$ cat config.mk
export PLATFORM = sky130hd
export DESIGN_NAME = tagged_mailbox_with_user_registry_core
export DESIGN_NICKNAME = d
export VERILOG_FILES = /design/src/design/tmur_pkg.sv /design/src/design/tagged_mailbox_with_user_registry_core.sv /design/src/design/tmur_ram.sv /design/src/design/tmur_ctrl.sv
export SDC_FILE = /design/constraint.sdc
export NUM_CORES = 1
export LEC_CHECK = 0
export ABC_AREA = 1
export BUFFER_PORTS_ARGS = -buffer_cell sky130_fd_sc_hd__buf_2
export CORE_ASPECT_RATIO = 1.75
export CORE_UTILIZATION = 35
export DETAILED_ROUTE_END_ITERATION = 16
export SETUP_SLACK_MARGIN = 0.3
export SLEW_MARGIN = 20
export SYNTH_ARGS = -nofsm -noshare
export SYNTH_HDL_FRONTEND = slang
export SYNTH_SLANG_ARGS = --single-unit
$ cat constraint.sdc
create_clock -name clk -period 13.79 [get_ports clk]
set_input_delay 1.379 -clock clk [delete_from_list [all_inputs] [get_ports clk]]
set_output_delay 1.379 -clock clk [all_outputs]
set_load 0.01 [all_outputs]
$ cat src/design/tmur_pkg.sv
package tmur_pkg;

    localparam int SLOTS         = 16;
    localparam int PAYLOAD_WIDTH = 32;

    localparam int CMD_W    = 3;
    localparam int ID_W     = 8;
    localparam int LEN_W    = 8;
    localparam int STATUS_W = 2;
    localparam int CFG_W    = 5;

    localparam int MAP_DEPTH = 1 << ID_W;
    localparam int SLOT_W    = (SLOTS > 1) ? $clog2(SLOTS) : 1;
    localparam int CNT_W     = $clog2(SLOTS + 1);
    localparam int SLOT_DW   = PAYLOAD_WIDTH + LEN_W;

    localparam logic [ID_W-1:0]  FIRST_ID           = ID_W'(1);
    localparam logic [ID_W-1:0]  LAST_ID            = {ID_W{1'b1}};
    localparam logic [CFG_W-1:0] ACTIVE_SLOTS_RESET = CFG_W'(16);

    localparam logic [CMD_W-1:0] CMD_REGISTER   = 3'd0;
    localparam logic [CMD_W-1:0] CMD_DEREGISTER = 3'd1;
    localparam logic [CMD_W-1:0] CMD_SEND       = 3'd2;
    localparam logic [CMD_W-1:0] CMD_RECEIVE    = 3'd3;
    localparam logic [CMD_W-1:0] CMD_CHECK      = 3'd4;

    localparam logic [STATUS_W-1:0] ST_OK       = 2'd0;
    localparam logic [STATUS_W-1:0] ST_BAD_USER = 2'd1;
    localparam logic [STATUS_W-1:0] ST_FULL     = 2'd2;
    localparam logic [STATUS_W-1:0] ST_NOTHING  = 2'd3;

    typedef struct packed {
        logic [STATUS_W-1:0]      status;
        logic [ID_W-1:0]          new_id;
        logic [PAYLOAD_WIDTH-1:0] payload;
        logic [LEN_W-1:0]         length;
    } result_t;

    typedef struct packed {
        logic idle;
        logic done;
    } ctrl_stat_t;

endpackage

$ cat src/design/tagged_mailbox_with_user_registry_core.sv
// Mailbox of 16 packet slots with a registry of 8-bit user ids. After reset the
// block clears all 256 entries of the registry bitmap and holds in_stall high
// (configuration writes are taken throughout). Register, deregister, check and
// undefined commands pass from acceptance through the decide and done states
// to the output register. Send and receive scan the slots one per cycle
// through a single compare unit: a send stops at the lowest free slot, a hit
// is read out in the fetch state, and a receive miss scans the active slots
// (active_slots, clamped to 16). Bad user is reported in the decide state,
// full there or at the end of a send scan. One command is in flight at a
// time; the next word is taken once the result is in the output register.
module tagged_mailbox_with_user_registry_core (
    input  logic                                 clk,
    input  logic                                 rst_n,
    input  logic                                 cfg_wr_en,
    input  logic [tmur_pkg::CFG_W-1:0]           cfg_wr_data,
    input  logic                                 in_valid,
    output logic                                 in_stall,
    input  logic [tmur_pkg::CMD_W-1:0]           command,
    input  logic [tmur_pkg::ID_W-1:0]            user_id,
    input  logic [tmur_pkg::PAYLOAD_WIDTH-1:0]   payload_in,
    input  logic [tmur_pkg::LEN_W-1:0]           length_in,
    output logic                                 out_valid,
    input  logic                                 out_stall,
    output logic [tmur_pkg::STATUS_W-1:0]        status,
    output logic [tmur_pkg::ID_W-1:0]            new_user_id,
    output logic [tmur_pkg::PAYLOAD_WIDTH-1:0]   payload_out,
    output logic [tmur_pkg::LEN_W-1:0]           length_out
);
    import tmur_pkg::*;

    logic [CFG_W-1:0] active_slots_reg;
    logic             out_valid_reg, out_valid_next;
    result_t          out_reg;
    ctrl_stat_t       stat;
    result_t          result;
    logic             out_free;
    logic             load;

    assign out_free = !out_valid_reg || !out_stall;
    assign load     = stat.done && out_free;
    assign in_stall = !stat.idle;

    tmur_ctrl u_ctrl (
        .clk          (clk),
        .rst_n        (rst_n),
        .in_valid     (in_valid),
        .command      (command),
        .user_id      (user_id),
        .payload_in   (payload_in),
        .length_in    (length_in),
        .active_slots (active_slots_reg),
        .out_free     (out_free),
        .stat         (stat),
        .result       (result)
    );

    always_comb
    begin
        out_valid_next = out_valid_reg;
        if (load)
        begin
            out_valid_next = 1'b1;
        end
        else if (!out_stall)
        begin
            out_valid_next = 1'b0;
        end
    end

    always_ff @(posedge clk or negedge rst_n)
    begin
        if (!rst_n)
        begin
            active_slots_reg <= ACTIVE_SLOTS_RESET;
            out_valid_reg    <= 1'b0;
        end
        else
        begin
            if (cfg_wr_en)
            begin
                active_slots_reg <= cfg_wr_data;
            end
            out_valid_reg <= out_valid_next;
        end
    end

    always_ff @(posedge clk)
    begin
        if (load)
        begin
            out_reg <= result;
        end
    end

    assign out_valid   = out_valid_reg;
    assign status      = out_reg.status;
    assign new_user_id = out_reg.new_id;
    assign payload_out = out_reg.payload;
    assign length_out  = out_reg.length;

endmodule

$ cat src/design/tmur_ram.sv
module tmur_ram #(
    parameter int WIDTH = 8,
    parameter int DEPTH = 16
) (
    input  logic                                          clk,
    input  logic                                          we,
    input  logic [((DEPTH > 1) ? $clog2(DEPTH) : 1)-1:0]  waddr,
    input  logic [WIDTH-1:0]                              wdata,
    input  logic                                          re,
    input  logic [((DEPTH > 1) ? $clog2(DEPTH) : 1)-1:0]  raddr,
    output logic [WIDTH-1:0]                              rdata
);

    logic [WIDTH-1:0] mem [DEPTH];

    always_ff @(posedge clk)
    begin
        if (we)
        begin
            mem[waddr] <= wdata;
        end
        if (re)
        begin
            rdata <= mem[raddr];
        end
    end

endmodule

$ cat src/design/tmur_ctrl.sv
module tmur_ctrl (
    input  logic                                 clk,
    input  logic                                 rst_n,
    input  logic                                 in_valid,
    input  logic [tmur_pkg::CMD_W-1:0]           command,
    input  logic [tmur_pkg::ID_W-1:0]            user_id,
    input  logic [tmur_pkg::PAYLOAD_WIDTH-1:0]   payload_in,
    input  logic [tmur_pkg::LEN_W-1:0]           length_in,
    input  logic [tmur_pkg::CFG_W-1:0]           active_slots,
    input  logic                                 out_free,
    output tmur_pkg::ctrl_stat_t                 stat,
    output tmur_pkg::result_t                    result
);
    import tmur_pkg::*;

    typedef enum logic [6:0] {
        S_CLEAR  = 7'b0000001,
        S_IDLE   = 7'b0000010,
        S_DECIDE = 7'b0000100,
        S_SEND   = 7'b0001000,
        S_RECV   = 7'b0010000,
        S_FETCH  = 7'b0100000,
        S_DONE   = 7'b1000000
    } state_t;

    state_t state_reg, state_next;

    logic [CMD_W-1:0]         cmd_reg;
    logic [ID_W-1:0]          uid_reg;
    logic [PAYLOAD_WIDTH-1:0] pay_reg;
    logic [LEN_W-1:0]         len_reg;

    logic [CNT_W-1:0] idx_reg, idx_next;
    logic [ID_W-1:0]  clr_reg, clr_next;
    logic [ID_W-1:0]  next_id_reg, next_id_next;
    logic [SLOTS-1:0] occ_reg, occ_next;
    logic [CNT_W-1:0] occ_cnt_reg, occ_cnt_next;
    result_t          res_reg, res_next;

    logic [ID_W-1:0] dest_reg [SLOTS];
    logic            dest_we;

    logic             accept;
    logic [CNT_W-1:0] lim;
    logic [SLOT_W-1:0] sidx;

    logic            map_we;
    logic [ID_W-1:0] map_waddr;
    logic [0:0]      map_wdata;
    logic            map_re;
    logic [ID_W-1:0] map_raddr;
    logic [0:0]      map_rdata;

    logic               slot_we;
    logic               slot_re;
    logic [SLOT_DW-1:0] slot_rdata;

    assign accept = in_valid && (state_reg == S_IDLE);
    assign sidx   = idx_reg[SLOT_W-1:0];

    // limit clamps to the built slot count
    always_comb
    begin
        if (32'(active_slots) > 32'(SLOTS))
        begin
            lim = CNT_W'(SLOTS);
        end
        else
        begin
            lim = CNT_W'(active_slots);
        end
    end

    tmur_ram #(.WIDTH(1), .DEPTH(MAP_DEPTH)) u_map (
        .clk   (clk),
        .we    (map_we),
        .waddr (map_waddr),
        .wdata (map_wdata),
        .re    (map_re),
        .raddr (map_raddr),
        .rdata (map_rdata)
    );

    tmur_ram #(.WIDTH(SLOT_DW), .DEPTH(SLOTS)) u_slot (
        .clk   (clk),
        .we    (slot_we),
        .waddr (sidx),
        .wdata ({pay_reg, len_reg}),
        .re    (slot_re),
        .raddr (sidx),
        .rdata (slot_rdata)
    );

    always_comb
    begin
        state_next   = state_reg;
        idx_next     = idx_reg;
        clr_next     = clr_reg;
        next_id_next = next_id_reg;
        occ_next     = occ_reg;
        occ_cnt_next = occ_cnt_reg;
        res_next     = res_reg;
        dest_we      = 1'b0;
        map_we       = 1'b0;
        map_waddr    = uid_reg;
        map_wdata    = 1'b0;
        map_re       = 1'b0;
        map_raddr    = user_id;
        slot_we      = 1'b0;
        slot_re      = 1'b0;

        case (state_reg)
            S_CLEAR:
            begin
                map_we    = 1'b1;
                map_waddr = clr_reg;
                clr_next  = clr_reg + ID_W'(1);
                if (clr_reg == LAST_ID)
                begin
                    state_next = S_IDLE;
                end
            end
            S_IDLE:
            begin
                if (accept)
                begin
                    map_re     = 1'b1;
                    res_next   = '0;
                    state_next = S_DECIDE;
                end
            end
            S_DECIDE:
            begin
                state_next = S_DONE;
                case (cmd_reg)
                    CMD_REGISTER:
                    begin
                        map_we          = 1'b1;
                        map_waddr       = next_id_reg;
                        map_wdata       = 1'b1;
                        res_next.new_id = next_id_reg;
                        next_id_next    = next_id_reg + ID_W'(1);
                    end
                    CMD_DEREGISTER:
                    begin
                        if (map_rdata[0])
                        begin
                            map_we = 1'b1;
                        end
                        else
                        begin
                            res_next.status = ST_BAD_USER;
                        end
                    end
                    CMD_SEND:
                    begin
                        if (!map_rdata[0])
                        begin
                            res_next.status = ST_BAD_USER;
                        end
                        else if (occ_cnt_reg >= lim)
                        begin
                            res_next.status = ST_FULL;
                        end
                        else
                        begin
                            idx_next   = '0;
                            state_next = S_SEND;
                        end
                    end
                    CMD_RECEIVE:
                    begin
                        if (!map_rdata[0])
                        begin
                            res_next.status = ST_BAD_USER;
                        end
                        else
                        begin
                            idx_next   = '0;
                            state_next = S_RECV;
                        end
                    end
                    CMD_CHECK:
                    begin
                        if (!map_rdata[0])
                        begin
                            res_next.status = ST_BAD_USER;
                        end
                    end
                    default:
                    begin
                    end
                endcase
            end
            S_SEND:
            begin
                // one slot per cycle, lowest free slot wins
                if (idx_reg >= lim)
                begin
                    res_next.status = ST_FULL;
                    state_next      = S_DONE;
                end
                else if (!occ_reg[sidx])
                begin
                    occ_next[sidx] = 1'b1;
                    dest_we        = 1'b1;
                    slot_we        = 1'b1;
                    occ_cnt_next   = occ_cnt_reg + CNT_W'(1);
                    state_next     = S_DONE;
                end
                else
                begin
                    idx_next = idx_reg + CNT_W'(1);
                end
            end
            S_RECV:
            begin
                if (idx_reg >= lim)
                begin
                    res_next.status = ST_NOTHING;
                    state_next      = S_DONE;
                end
                else if (occ_reg[sidx] && (dest_reg[sidx] == uid_reg))
                begin
                    occ_next[sidx] = 1'b0;
                    if (occ_cnt_reg != '0)
                    begin
                        occ_cnt_next = occ_cnt_reg - CNT_W'(1);
                    end
                    slot_re    = 1'b1;
                    state_next = S_FETCH;
                end
                else
                begin
                    idx_next = idx_reg + CNT_W'(1);
                end
            end
            S_FETCH:
            begin
                res_next.payload = slot_rdata[SLOT_DW-1:LEN_W];
                res_next.length  = slot_rdata[LEN_W-1:0];
                state_next       = S_DONE;
            end
            S_DONE:
            begin
                if (out_free)
                begin
                    state_next = S_IDLE;
                end
            end
            default:
            begin
                state_next = S_IDLE;
            end
        endcase
    end

    always_ff @(posedge clk or negedge rst_n)
    begin
        if (!rst_n)
        begin
            state_reg   <= S_CLEAR;
            clr_reg     <= '0;
            next_id_reg <= FIRST_ID;
            occ_reg     <= '0;
            occ_cnt_reg <= '0;
        end
        else
        begin
            state_reg   <= state_next;
            clr_reg     <= clr_next;
            next_id_reg <= next_id_next;
            occ_reg     <= occ_next;
            occ_cnt_reg <= occ_cnt_next;
        end
    end

    always_ff @(posedge clk)
    begin
        idx_reg <= idx_next;
        res_reg <= res_next;
        if (accept)
        begin
            cmd_reg <= command;
            uid_reg <= user_id;
            pay_reg <= payload_in;
            len_reg <= length_in;
        end
        if (dest_we)
        begin
            dest_reg[sidx] <= uid_reg;
        end
    end

    assign stat.idle = (state_reg == S_IDLE);
    assign stat.done = (state_reg == S_DONE);
    assign result    = res_reg;

endmodule
# Word level (Yosys, flattened, before mapping)

Memory sizes are Yosys's and may differ from the RTL's. A register that Yosys moved wholly into a read port is not among the register bits.
Index checks and enable logic that the tools add are counted.
Widths: inputs -> output; s select.

Bits in registers: 206
Memory bits (writable): 1,024
Input port bits: 61
Output and inout port bits: 52
Word-level logic and storage cells: 166
Memories: 3

Memories:

| name              | words | bits a word | rd ports | clocked after memory_dff | write ports | line            | RTL |
|---|---|---|---|---|---|---|---|
| u_ctrl.u_slot.mem | 16    | 40          | 1        | 1                        | 1           | tmur_ram.sv:14  | `logic [WIDTH-1:0] mem [DEPTH];` |
| u_ctrl.u_map.mem  | 256   | 1           | 1        | 1                        | 1           | tmur_ram.sv:14  |  |
| u_ctrl.dest_reg   | 16    | 8           | 1        | 1                        | 1           | tmur_ctrl.sv:40 | `logic [ID_W-1:0] dest_reg [SLOTS];` |

Add/sub/neg operators: 5
Magnitude comparators: 5
Eq/ne operators: 36
Multiplexer cells: 70
Bitwise gates (word level): 3
Reduce and logical (&&, ||, !) cells: 24

Operators by type and width:

| kind                | count |
|---|---|
| $pmux 40 s2         | 1 |
| $mux 7              | 10 |
| $mux 5              | 13 |
| $mux 16             | 4 |
| $mux 50             | 1 |
| $pmux 7 s7          | 1 |
| $pmux 16 s2         | 1 |
| $pmux 8 s2          | 2 |
| $pmux 5 s2          | 2 |
| $mux 1              | 19 |
| $ne 2x1->1 const B  | 9 |
| $ne 3x3->1 const B  | 6 |
| $add 8x1->8 const B | 2 |
| $and 16x16->16      | 1 |
| $mux 8              | 2 |
| $not 16->16         | 1 |
| $or 16x16->16       | 1 |
| $pmux 5 s3          | 1 |
| $pmux 7 s2          | 1 |
| $add 5x1->5 const B | 2 |
| $ge 5x5->1          | 2 |
| $mux 2              | 5 |
| $ne 2x2->1 const B  | 5 |
| $reduce_and 5->1    | 2 |
| other kinds (39)    | 49 |

# Depth between registers and ports, before layout

Gate-level depths: netlist (run 1).

Depth after elaboration: 9
Depth in mapped cells: 21
Depth with buffers taken out: 18

# Cells and area by module

From an unflattened synthesis (run 1), not the netlist that was laid out.

Cells, all modules: 5,104
Area, all modules: 54,711.2 µm²

Modules (own cells, without submodules):

| module                                 | times used | cells an instance | area each (µm²) | sequential area each (µm²) |
|---|---|---|---|---|
| tmur_ram at u_ctrl.u_slot              | 1          | 2,643             | 28,691.3        | 20,419.6 |
| tmur_ctrl                              | 1          | 1,200             | 12,559.5        | 8,210.4 |
| tmur_ram at u_ctrl.u_map               | 1          | 1,184             | 11,727.5        | 7,717.4 |
| tagged_mailbox_with_user_registry_core | 1          | 77                | 1,732.9         | 1,652.8 |

# Worst setup path after synthesis (run 1)

Ideal clock, no wire load.

Path type: reg-to-reg
Start point: reg u_ctrl.idx_reg[0]
End point: mem u_ctrl.dest_reg[0][0] (enable)
Library setup time: 513 ps
Arrival time: 5,739 ps
Data required time: 13,277 ps
Setup slack: 7,538 ps
Stages on the path, launching flop included: 14
Buffers on the path: 4
Period minus slack after synthesis: 6,252 ps
Cell sequence: edfxtp_1 -> inv_1 -> clkbuf_1 -> clkbuf_1 -> clkbuf_1 -> ha_1 -> nand2_1 -> inv_1 -> nand4_1 -> nand3_1 -> inv_1 -> nand2_1 -> clkbuf_1 -> nor3_1

Cells in the longest elaborated chain, start to end: 7
Elaborated cells between the ends (all ways): 8
Those cells by class: 1 x order compare; 7 x mux

Ends and longest elaborated chain:

| what                         | line             | RTL |
|---|---|---|
| start: declaration           | tmur_ctrl.sv:33  | `logic [CNT_W-1:0] idx_reg, idx_next;` |
| start signal: assignment     | tmur_ctrl.sv:280 | `idx_reg <= idx_next;` |
| $bmux 1 s4                   | tmur_ctrl.sv:203 | `else if (!occ_reg[sidx])` |
| $mux 1 (implied by the code) | tmur_ctrl.sv:203 |  |
| $mux 1                       | tmur_ctrl.sv:203 |  |
| $mux 1                       | tmur_ctrl.sv:198 | `if (idx_reg >= lim)` |
| $mux 1                       | tmur_ctrl.sv:112 | `case (state_reg)` |
| $mux 1                       | tmur_ctrl.sv:289 | `if (dest_we)` |
| $mux 1 (implied by the code) | tmur_ctrl.sv:291 | `dest_reg[sidx] <= uid_reg;` |
| end: declaration             | tmur_ctrl.sv:40  |  |

Several ways; a longest one is shown, not always the timed one. The select of a mux whose other input is x is not followed.

# Worst setup path in the final report (run 1)

Start point: reg u_ctrl.idx_reg[1]
End point: mem u_ctrl.u_slot.mem[0][15] (netlist bit) (enable)

Cells in the longest elaborated chain, start to end: 7
Elaborated cells between the ends (all ways): 8
Those cells by class: 1 x order compare; 7 x mux

Ends and longest elaborated chain:

| what                         | line             | RTL |
|---|---|---|
| $bmux 1 s4                   | tmur_ctrl.sv:203 |  |
| $mux 1 (implied by the code) | tmur_ctrl.sv:203 |  |
| $mux 1                       | tmur_ctrl.sv:203 |  |
| $mux 1                       | tmur_ctrl.sv:198 |  |
| $mux 1                       | tmur_ctrl.sv:112 |  |
| $mux 1                       | tmur_ram.sv:18   | `if (we)` |
| $mux 1 (implied by the code) | tmur_ram.sv:20   | `mem[waddr] <= wdata;` |
| end: declaration             | tmur_ram.sv:14   |  |

Several ways; a longest one is shown, not always the timed one. The select of a mux whose other input is x is not followed.

==> reports/qor.yml, run 1 <==
outcome:
  run_status: "finished clean"
power_and_ir_drop:
  p_per_area_mw_per_mm2: 172
  p_leak_nw: 19.0
  ir_drop_uv: 109
setup_path:
  critPathArrivalTime_ns: 5.26
  max_stage_delay_ns: 0.83
  crit_fanout: 172
  critical_path_buf_inv_count: 5
  r2r_cells: 13
  crit_path_end_kind: "flop"
  rr_endpoint: "u_ctrl.u_slot.mem[0][15]$_DFFE_PP_"
  slowest_stage: "nor3_2"
  cp_cell_sequence: "buf_12, inv_4, buf_4, o211ai_1, nand2_1, nand2_1, nand2_1, inv_1, nand2_1, nor2_1, nand2_1, nor3_2, buf_4"
  crit_path_frequent_cell: "nand2_1"
  crit_family: "buffers and inverters"
  r2r_start: "u_ctrl.idx_reg[1]$_DFFE_PN_"
  required_ns: 14.11
  rrSetupSlack_ns: 8.84
  path_class: "reg2reg"
  critPathLaunchType: "flop"
drt:
  drt_wl_total_um: 135000
  drc: 0
  vias: 32500
  drt-initial-drc-count: 2865
  wl_per_cell_um: 21.8
  ant_nets: 0
  avgViaCountPerCell: 5.26
  drt_first_pass_iters: 8
grt:
  track_usage: 0.179
  grt_max_degree: 173
  grt_util_met1: 0.207
  grt_remaining_overflow: 0
  grt_pass1_vias: 32000
  gr-usage-met2: 0.327
  met3_usage: 0.0295
  grt.busiest_layer: "met2"
  grt_pass1_wl_um: 200000
  antenna_found_initial: 15
synth:
  synth_edf_count: 1221
  ys_seq_area_frac: 0.741
  syn_nets: 4263
  ys_ff_latch: 1275
  yosysWarnings: 0
  async_flop_share: 0.0392
  synth-main-ff-cell: "edfxtp_1"
  ys_types: 47
  synthCells: 4182
  syn-cell-area_mm2: 0.0512
  syn_area_per_cell_um2: 12.3
timing:
  fin_crit_ns: 4.95
  drv_slew: 0
  finalSetupViolCount: 0
  finalSetupTns_ns: 0
  rsz0062_at_grt: "no"
  hold_violations: 0
  period_share: 0.359
  worst_slack_ns: 8.84
  clock.fmax_mhz: 202
  max_slew.worst_pin.slew_ns: 1.13
  relSlewSlack: 0.247
  fin_skew_ns: 0.0679
clock_tree:
  cts_tree: "yes"
  numCtsBuffers: 112
  clock_sinks: 1275
  cts_root_buffer: "clkbuf_16"
  postCtsHoldBufs: 0
  ctsHtreeMaxLevel: 3
  clkTransAtPathRegs_ns: 0.07
  post_cts_buffers: 0
  post_cts_resized: 0
  cts_max_path_buffers: 3
  insertion_delay_ns: 0.75
min_path:
  hold_end: "payload_out[23]$_DFFE_PP_"
  hold_depth: 0
  min_from: "u_ctrl.result[31]$_SDFFCE_PN0P_"
  min_path_type: "reg2reg"
layout:
  multi_input_area_mm2: 0.0116
  final_common_cell: "edfxtp_1"
  fin_nets: 4295
  layout.area.seq_mm2: 0.0380
  final_cell_mix: "edfxtp_1, nor2_1, o21ai_0"
  area_delta_synth_final_pct: 12.4
  largest_register_ffs: 640
  fillers: 13600
  drive_above_1_share: 0.0968
placement:
  io_buffers: 112
  dp_slack_ns: 8.69
  dp_hpwl_um: 71300
  gp_congestion: 0.833
floorplan:
  num_rows: 185
  core_mm2: 0.145
  die_x_um: 291
  die_h_um: 508
  start_util: 0.353
  design.die.area_mm2: 0.148
  io_pins: 113
flow_run:
  cap_violations: 0
## Yosys cell counts (2+ instances only)
cell type / count / area (µm²)
edfxtp_1: 1221 / 36700
nor2_1: 876 / 3290
o21ai_0: 511 / 2560
nand2_1: 471 / 1770
o22ai_1: 230 / 1440
inv_1: 201 / 754
clkbuf_1: 187 / 702
nand3_1: 120 / 601
nand4_1: 64 / 400
dfrtp_1: 47 / 1180
buf_2: 45 / 225
nor3_1: 36 / 180
a21oi_1: 20 / 100
ha_1: 19 / 238
nand3_2: 17 / 170
o211ai_1: 14 / 105
xor2_1: 14 / 123
inv_2: 11 / 41.3
buf_1: 10 / 37.5
nor4_1: 9 / 56.3
nor2_2: 7 / 43.8
buf_4: 6 / 45.0
o21a_1: 5 / 37.5
dfxtp_1: 4 / 80.1
nor2_4: 4 / 45.0
xnor2_1: 4 / 35.0
a22oi_1: 3 / 22.5
dfstp_2: 3 / 78.8
a41oi_1: 2 / 17.5
clkinv_1: 2 / 7.51
nand3b_1: 2 / 15.0
o21a_2: 2 / 17.5
## through the flow
stage | utilization | instance area [µm²] | instances | total power, mW | hold WS, ns
final | 0.397 | 57600 | 6177 | 9.88 | 0.415
after detailed placement | 0.370 | 53700 | 5970 | 6.63 | 0.405
after CTS | 0.397 | 57600 | 6176 | 9.96 | 0.411
after global routing | 0.397 | 57600 | 6177 | 10.3 | 0.421
after global placement | 0.370 | 53700 | 5970 | 6.60 | 0.401
after floorplan | - | 51200 | 4182 | 6.02 | 0.400
## layer usage
layer	part of all wire	wire, µm	up-vias
met5	0.0012	161	-
met1	0.38	51500	16300
met2	0.52	70100	983
met3	0.060	8110	276
met4	0.036	4850	26
li1	-	-	14900
## final cells by class
| type | instances | area share |
|---|---|---|
| Sequential cell | 1275 | 0.660 |
| Timing Repair Buffer | 166 | 0.0170 |
| Tap cell | 1870 | 0.0406 |
| Clock buffer | 138 | 0.0515 |
| Inverter | 214 | 0.0141 |
| Antenna cell | 1 | 0.0000434 |
| Clock inverter | 68 | 0.0159 |
| Multi-Input combinational cell | 2445 | 0.201 |
## worst max path at each step
stage	from	end	slack (ns)	cells after the start
final	u_ctrl.idx_reg[1]$_DFFE_PN_	u_ctrl.u_slot.mem[0][15]$_DFFE_PP_	8.84	13
after global placement	u_ctrl.idx_reg[1]$_DFFE_PN_	u_ctrl.u_slot.mem[0][15]$_DFFE_PP_	8.81	13
after global routing	u_ctrl.idx_reg[1]$_DFFE_PN_	u_ctrl.u_slot.mem[0][18]$_DFFE_PP_	8.45	13
after floorplan	u_ctrl.idx_reg[0]$_DFFE_PN_	u_ctrl.dest_reg[0][0]$_DFFE_PP_	7.54	13
after CTS	flop	u_ctrl.pay_reg[10]$_DFFE_PP_	8.62	16
after detailed placement	flop	u_ctrl.pay_reg[15]$_DFFE_PP_	8.69	16
## cell families after synthesis
group                      count (synthesis)  synth area share
and+or+nand+nor                         1610             0.129
DFF                                     1275             0.741
AOI/OAI and AO/OA                        797            0.0858
buffers and inverters                    462            0.0354
adders and majority gates                 20           0.00503
xor gates and xnor gates                  18           0.00308
## power breakdown
part	leakage (nW)	internal, mW	switching, mW
clock network	1.88	1.91	1.44
logic	5.65	0.372	1.11
registers	11.4	4.76	0.296
total	19.0	7.04	2.84
Note: power is estimated with default switching activity, not from simulation.
==> run 2, diff against run 1 <==
ABC_AREA = 0   (was 1)
clock period = 5.16 ns   (was 13.79 ns; I/O delays follow)
==> run 2 against run 1 <==
Final cell count down 26%. Synthesized cell count fell by 42%. Utilization is 0.87 points higher. Critical path depth fell by 5. Clock power grew to 2.5 times the previous value. Flip-flop and latch count stayed put. Power grew 130%. Hold slack worse by 0.36 ns. Die area decreased by 3.1%.
==> reports/qor.yml, run 2 <==
flow_run:
  cap_violations: 0
synth:
  yosysMostFrequentCell: "edfxtp_1"
  synth_top_area_frac: 0.738
  synth-main-ff-cell: "edfxtp_1"
  syn_nets: 2525
  synth_edf_count: 1221
  synthCells: 2444
  yosys-top-cells-area: "edfxtp_1, mux4_2, dfrtp_1"
  synth_common_cells: "edfxtp_1, mux4_2, nor2_1"
  syn_area_per_cell_um2: 20.3
  ys_ff_latch: 1275
  yosysTopAreaCell: "edfxtp_1"
  syn-cell-area_mm2: 0.0497
  async_flop_share: 0.0392
  yosysWarnings: 0
  ys_seq_area_frac: 0.765
  ys_types: 61
grt:
  antenna_found_initial: 2
  track_usage: 0.156
  grt_remaining_overflow: 0
  grt_max_degree: 165
  grt_pass1_wl_um: 164000
  grt_pass1_vias: 25700
floorplan:
  start_util: 0.353
  die_h_um: 500
  design.die.area_mm2: 0.143
  num_rows: 182
  core_mm2: 0.141
  die_x_um: 287
  io_pins: 113
placement:
  dp_hpwl_um: 62600
  io_buffers: 112
  gp_congestion: 0.823
setup_path:
  crit_fanout: 15
  critPathLaunchType: "flop"
  path_class: "reg2reg"
  rrSetupSlack_ns: 1.11
  critPathArrivalTime_ns: 4.47
  r2r_cells: 8
  rr_endpoint: "u_ctrl.u_map.mem[73]$_DFFE_PP_"
  required_ns: 5.58
  r2r_start: "u_ctrl.cmd_reg[1]$_DFFE_PP_"
  crit_path_end_kind: "flop"
layout:
  largest_register_ffs: 640
  final_common_cell: "edfxtp_1"
  final_cell_mix: "edfxtp_1, mux4_2, nor2_1"
  fin_nets: 2720
  area_delta_synth_final_pct: 14.9
  postLayoutCoreUtil: 0.406
  drive_above_1_share: 0.254
drt:
  avgViaCountPerCell: 5.23
  drt-initial-drc-count: 1886
  wl_per_cell_um: 24.3
  vias: 23900
  drt_wl_total_um: 111000
  drc: 0
  drt_first_pass_iters: 7
  ant_nets: 0
clock_tree:
  numCtsBuffers: 113
  cts_max_path_buffers: 3
  ctsHtreeMaxLevel: 3
  clock_sinks: 1275
  cts_tree: "yes"
  cts_root_buffer: "clkbuf_16"
  insertion_delay_ns: 0.73
  post_cts_buffers: 0
  clkTransAtPathRegs_ns: 0.07
timing:
  finalSetupViolCount: 0
  finalSetupTns_ns: 0
  relSlewSlack: 0.284
  fin_skew_ns: 0.0319
  clock.fmax_mhz: 247
  period_share: 0.785
  hold_ws_ns: 0.0534
  fin_crit_ns: 4.05
  max_slew.worst_pin.slew_ns: 1.07
  rsz0062_at_grt: "no"
  drv_slew: 0
  hold_violations: 0
min_path:
  min_from: "payload_in[9]"
  min_path_type: "in2reg"
  hold_end: "u_ctrl.pay_reg[9]$_DFFE_PP_"
  hold_depth: 1
power_and_ir_drop:
  p_leak_nw: 17.7
  p_per_area_mw_per_mm2: 398
  ir_drop_uv: 290
outcome:
  run_status: "finished clean"
-- run 2: cell types whose count changed after synthesis, moves of 105 or more --
cell,previous run,this run
nor2_1,876,306
nand3_1,120,15
o21ai_0,511,14
nand2_1,471,75
mux4_2,0,317
o22ai_1,230,1
inv_1,201,20
-- run 2: repair_timing --
action / CTS / global route
hold buffers: 44 / 0
endpoints found under the hold margin: 90 / 0
gates resized for setup: 0 / 0
-- run 2: layout make-up --
class	count	area [µm²]
antenna	1	2.50
clock buffer	140	2970
clock inverter	65	766
fill	12500	83700
inverter	21	78.8
multi-input combinational	1017	11200
sequential	1275	38000
tap	1840	2300
timing repair buffer	211	1750
-- run 2: metal layers --
metal,wire length (µm),part of all wire,up-vias,track usage
li1,-,-,10200,-
met1,43700,0.39,12800,0.190
met2,60100,0.54,710,0.283
met3,4760,0.043,177,0.0202
met4,2770,0.025,0,0.0493
met5,0,0,-,0
-- run 2: per-stage QoR --
stage	std cells	instance area, µm²	setup WS, ns	total power, mW
after global placement	4319	52900	1.16	14.3
after CTS	4568	57000	1.17	22.9
after floorplan	2444	49700	0.305	13.7
after global routing	4570	57100	0.958	23.4
final	4570	57100	1.11	22.7
after detailed placement	4319	52900	1.18	14.4
-- run 2: worst max-delay path by stage --
stage                                start  slack (ns)                                 to  cells after the start
3_3_place_gp                          flop        1.16  u_ctrl.u_slot.rdata[14]$_DFFE_PP_                      9
2_1_floorplan  u_ctrl.idx_reg[0]$_DFFE_PN_        0.30   u_ctrl.dest_reg[12][0]$_DFFE_PP_                     10
5_1_grt        u_ctrl.cmd_reg[1]$_DFFE_PP_        0.96    u_ctrl.u_map.mem[216]$_DFFE_PP_                      8
6_report       u_ctrl.cmd_reg[1]$_DFFE_PP_        1.11     u_ctrl.u_map.mem[73]$_DFFE_PP_                      8
4_1_cts                               flop        1.17  u_ctrl.u_slot.rdata[23]$_DFFE_PP_                      8
3_5_place_dp                          flop        1.18  u_ctrl.u_slot.rdata[23]$_DFFE_PP_                      8
-- run 2: cell families (layout without fill, tap and decap cells) --
family / count (synthesis) / count (layout) / synth area share
compound gates: 92 / 92 / 0.0136
xor+xnor: 31 / 31 / 0.00547
fa+ha+maj: 20 / 20 / 0.00519
buf+inv: 152 / 437 / 0.0127
flops: 1275 / 1275 / 0.765
mux: 354 / 354 / 0.151
other cells: 0 / 1 / 0
simple gates: 520 / 520 / 0.0465
-- run 2: report_power, final --
group / switching, mW / total [mW] / internal (mW)
sequential: 0.434 / 12.5 / 12.0
combinational: 1.00 / 1.70 / 0.700
clock: 3.77 / 8.54 / 4.76
-- run 2: worst max-delay path, stage by stage (launching register included) --
cell and delay, ns:
edfxtp_1 0.48, nor3_1 0.27, nor2b_1 0.55, o21ai_1 0.37, nand2_1 0.20, o21ai_0 0.22
nor3_1 0.50, nand2_1 0.77, nor2_1 0.36
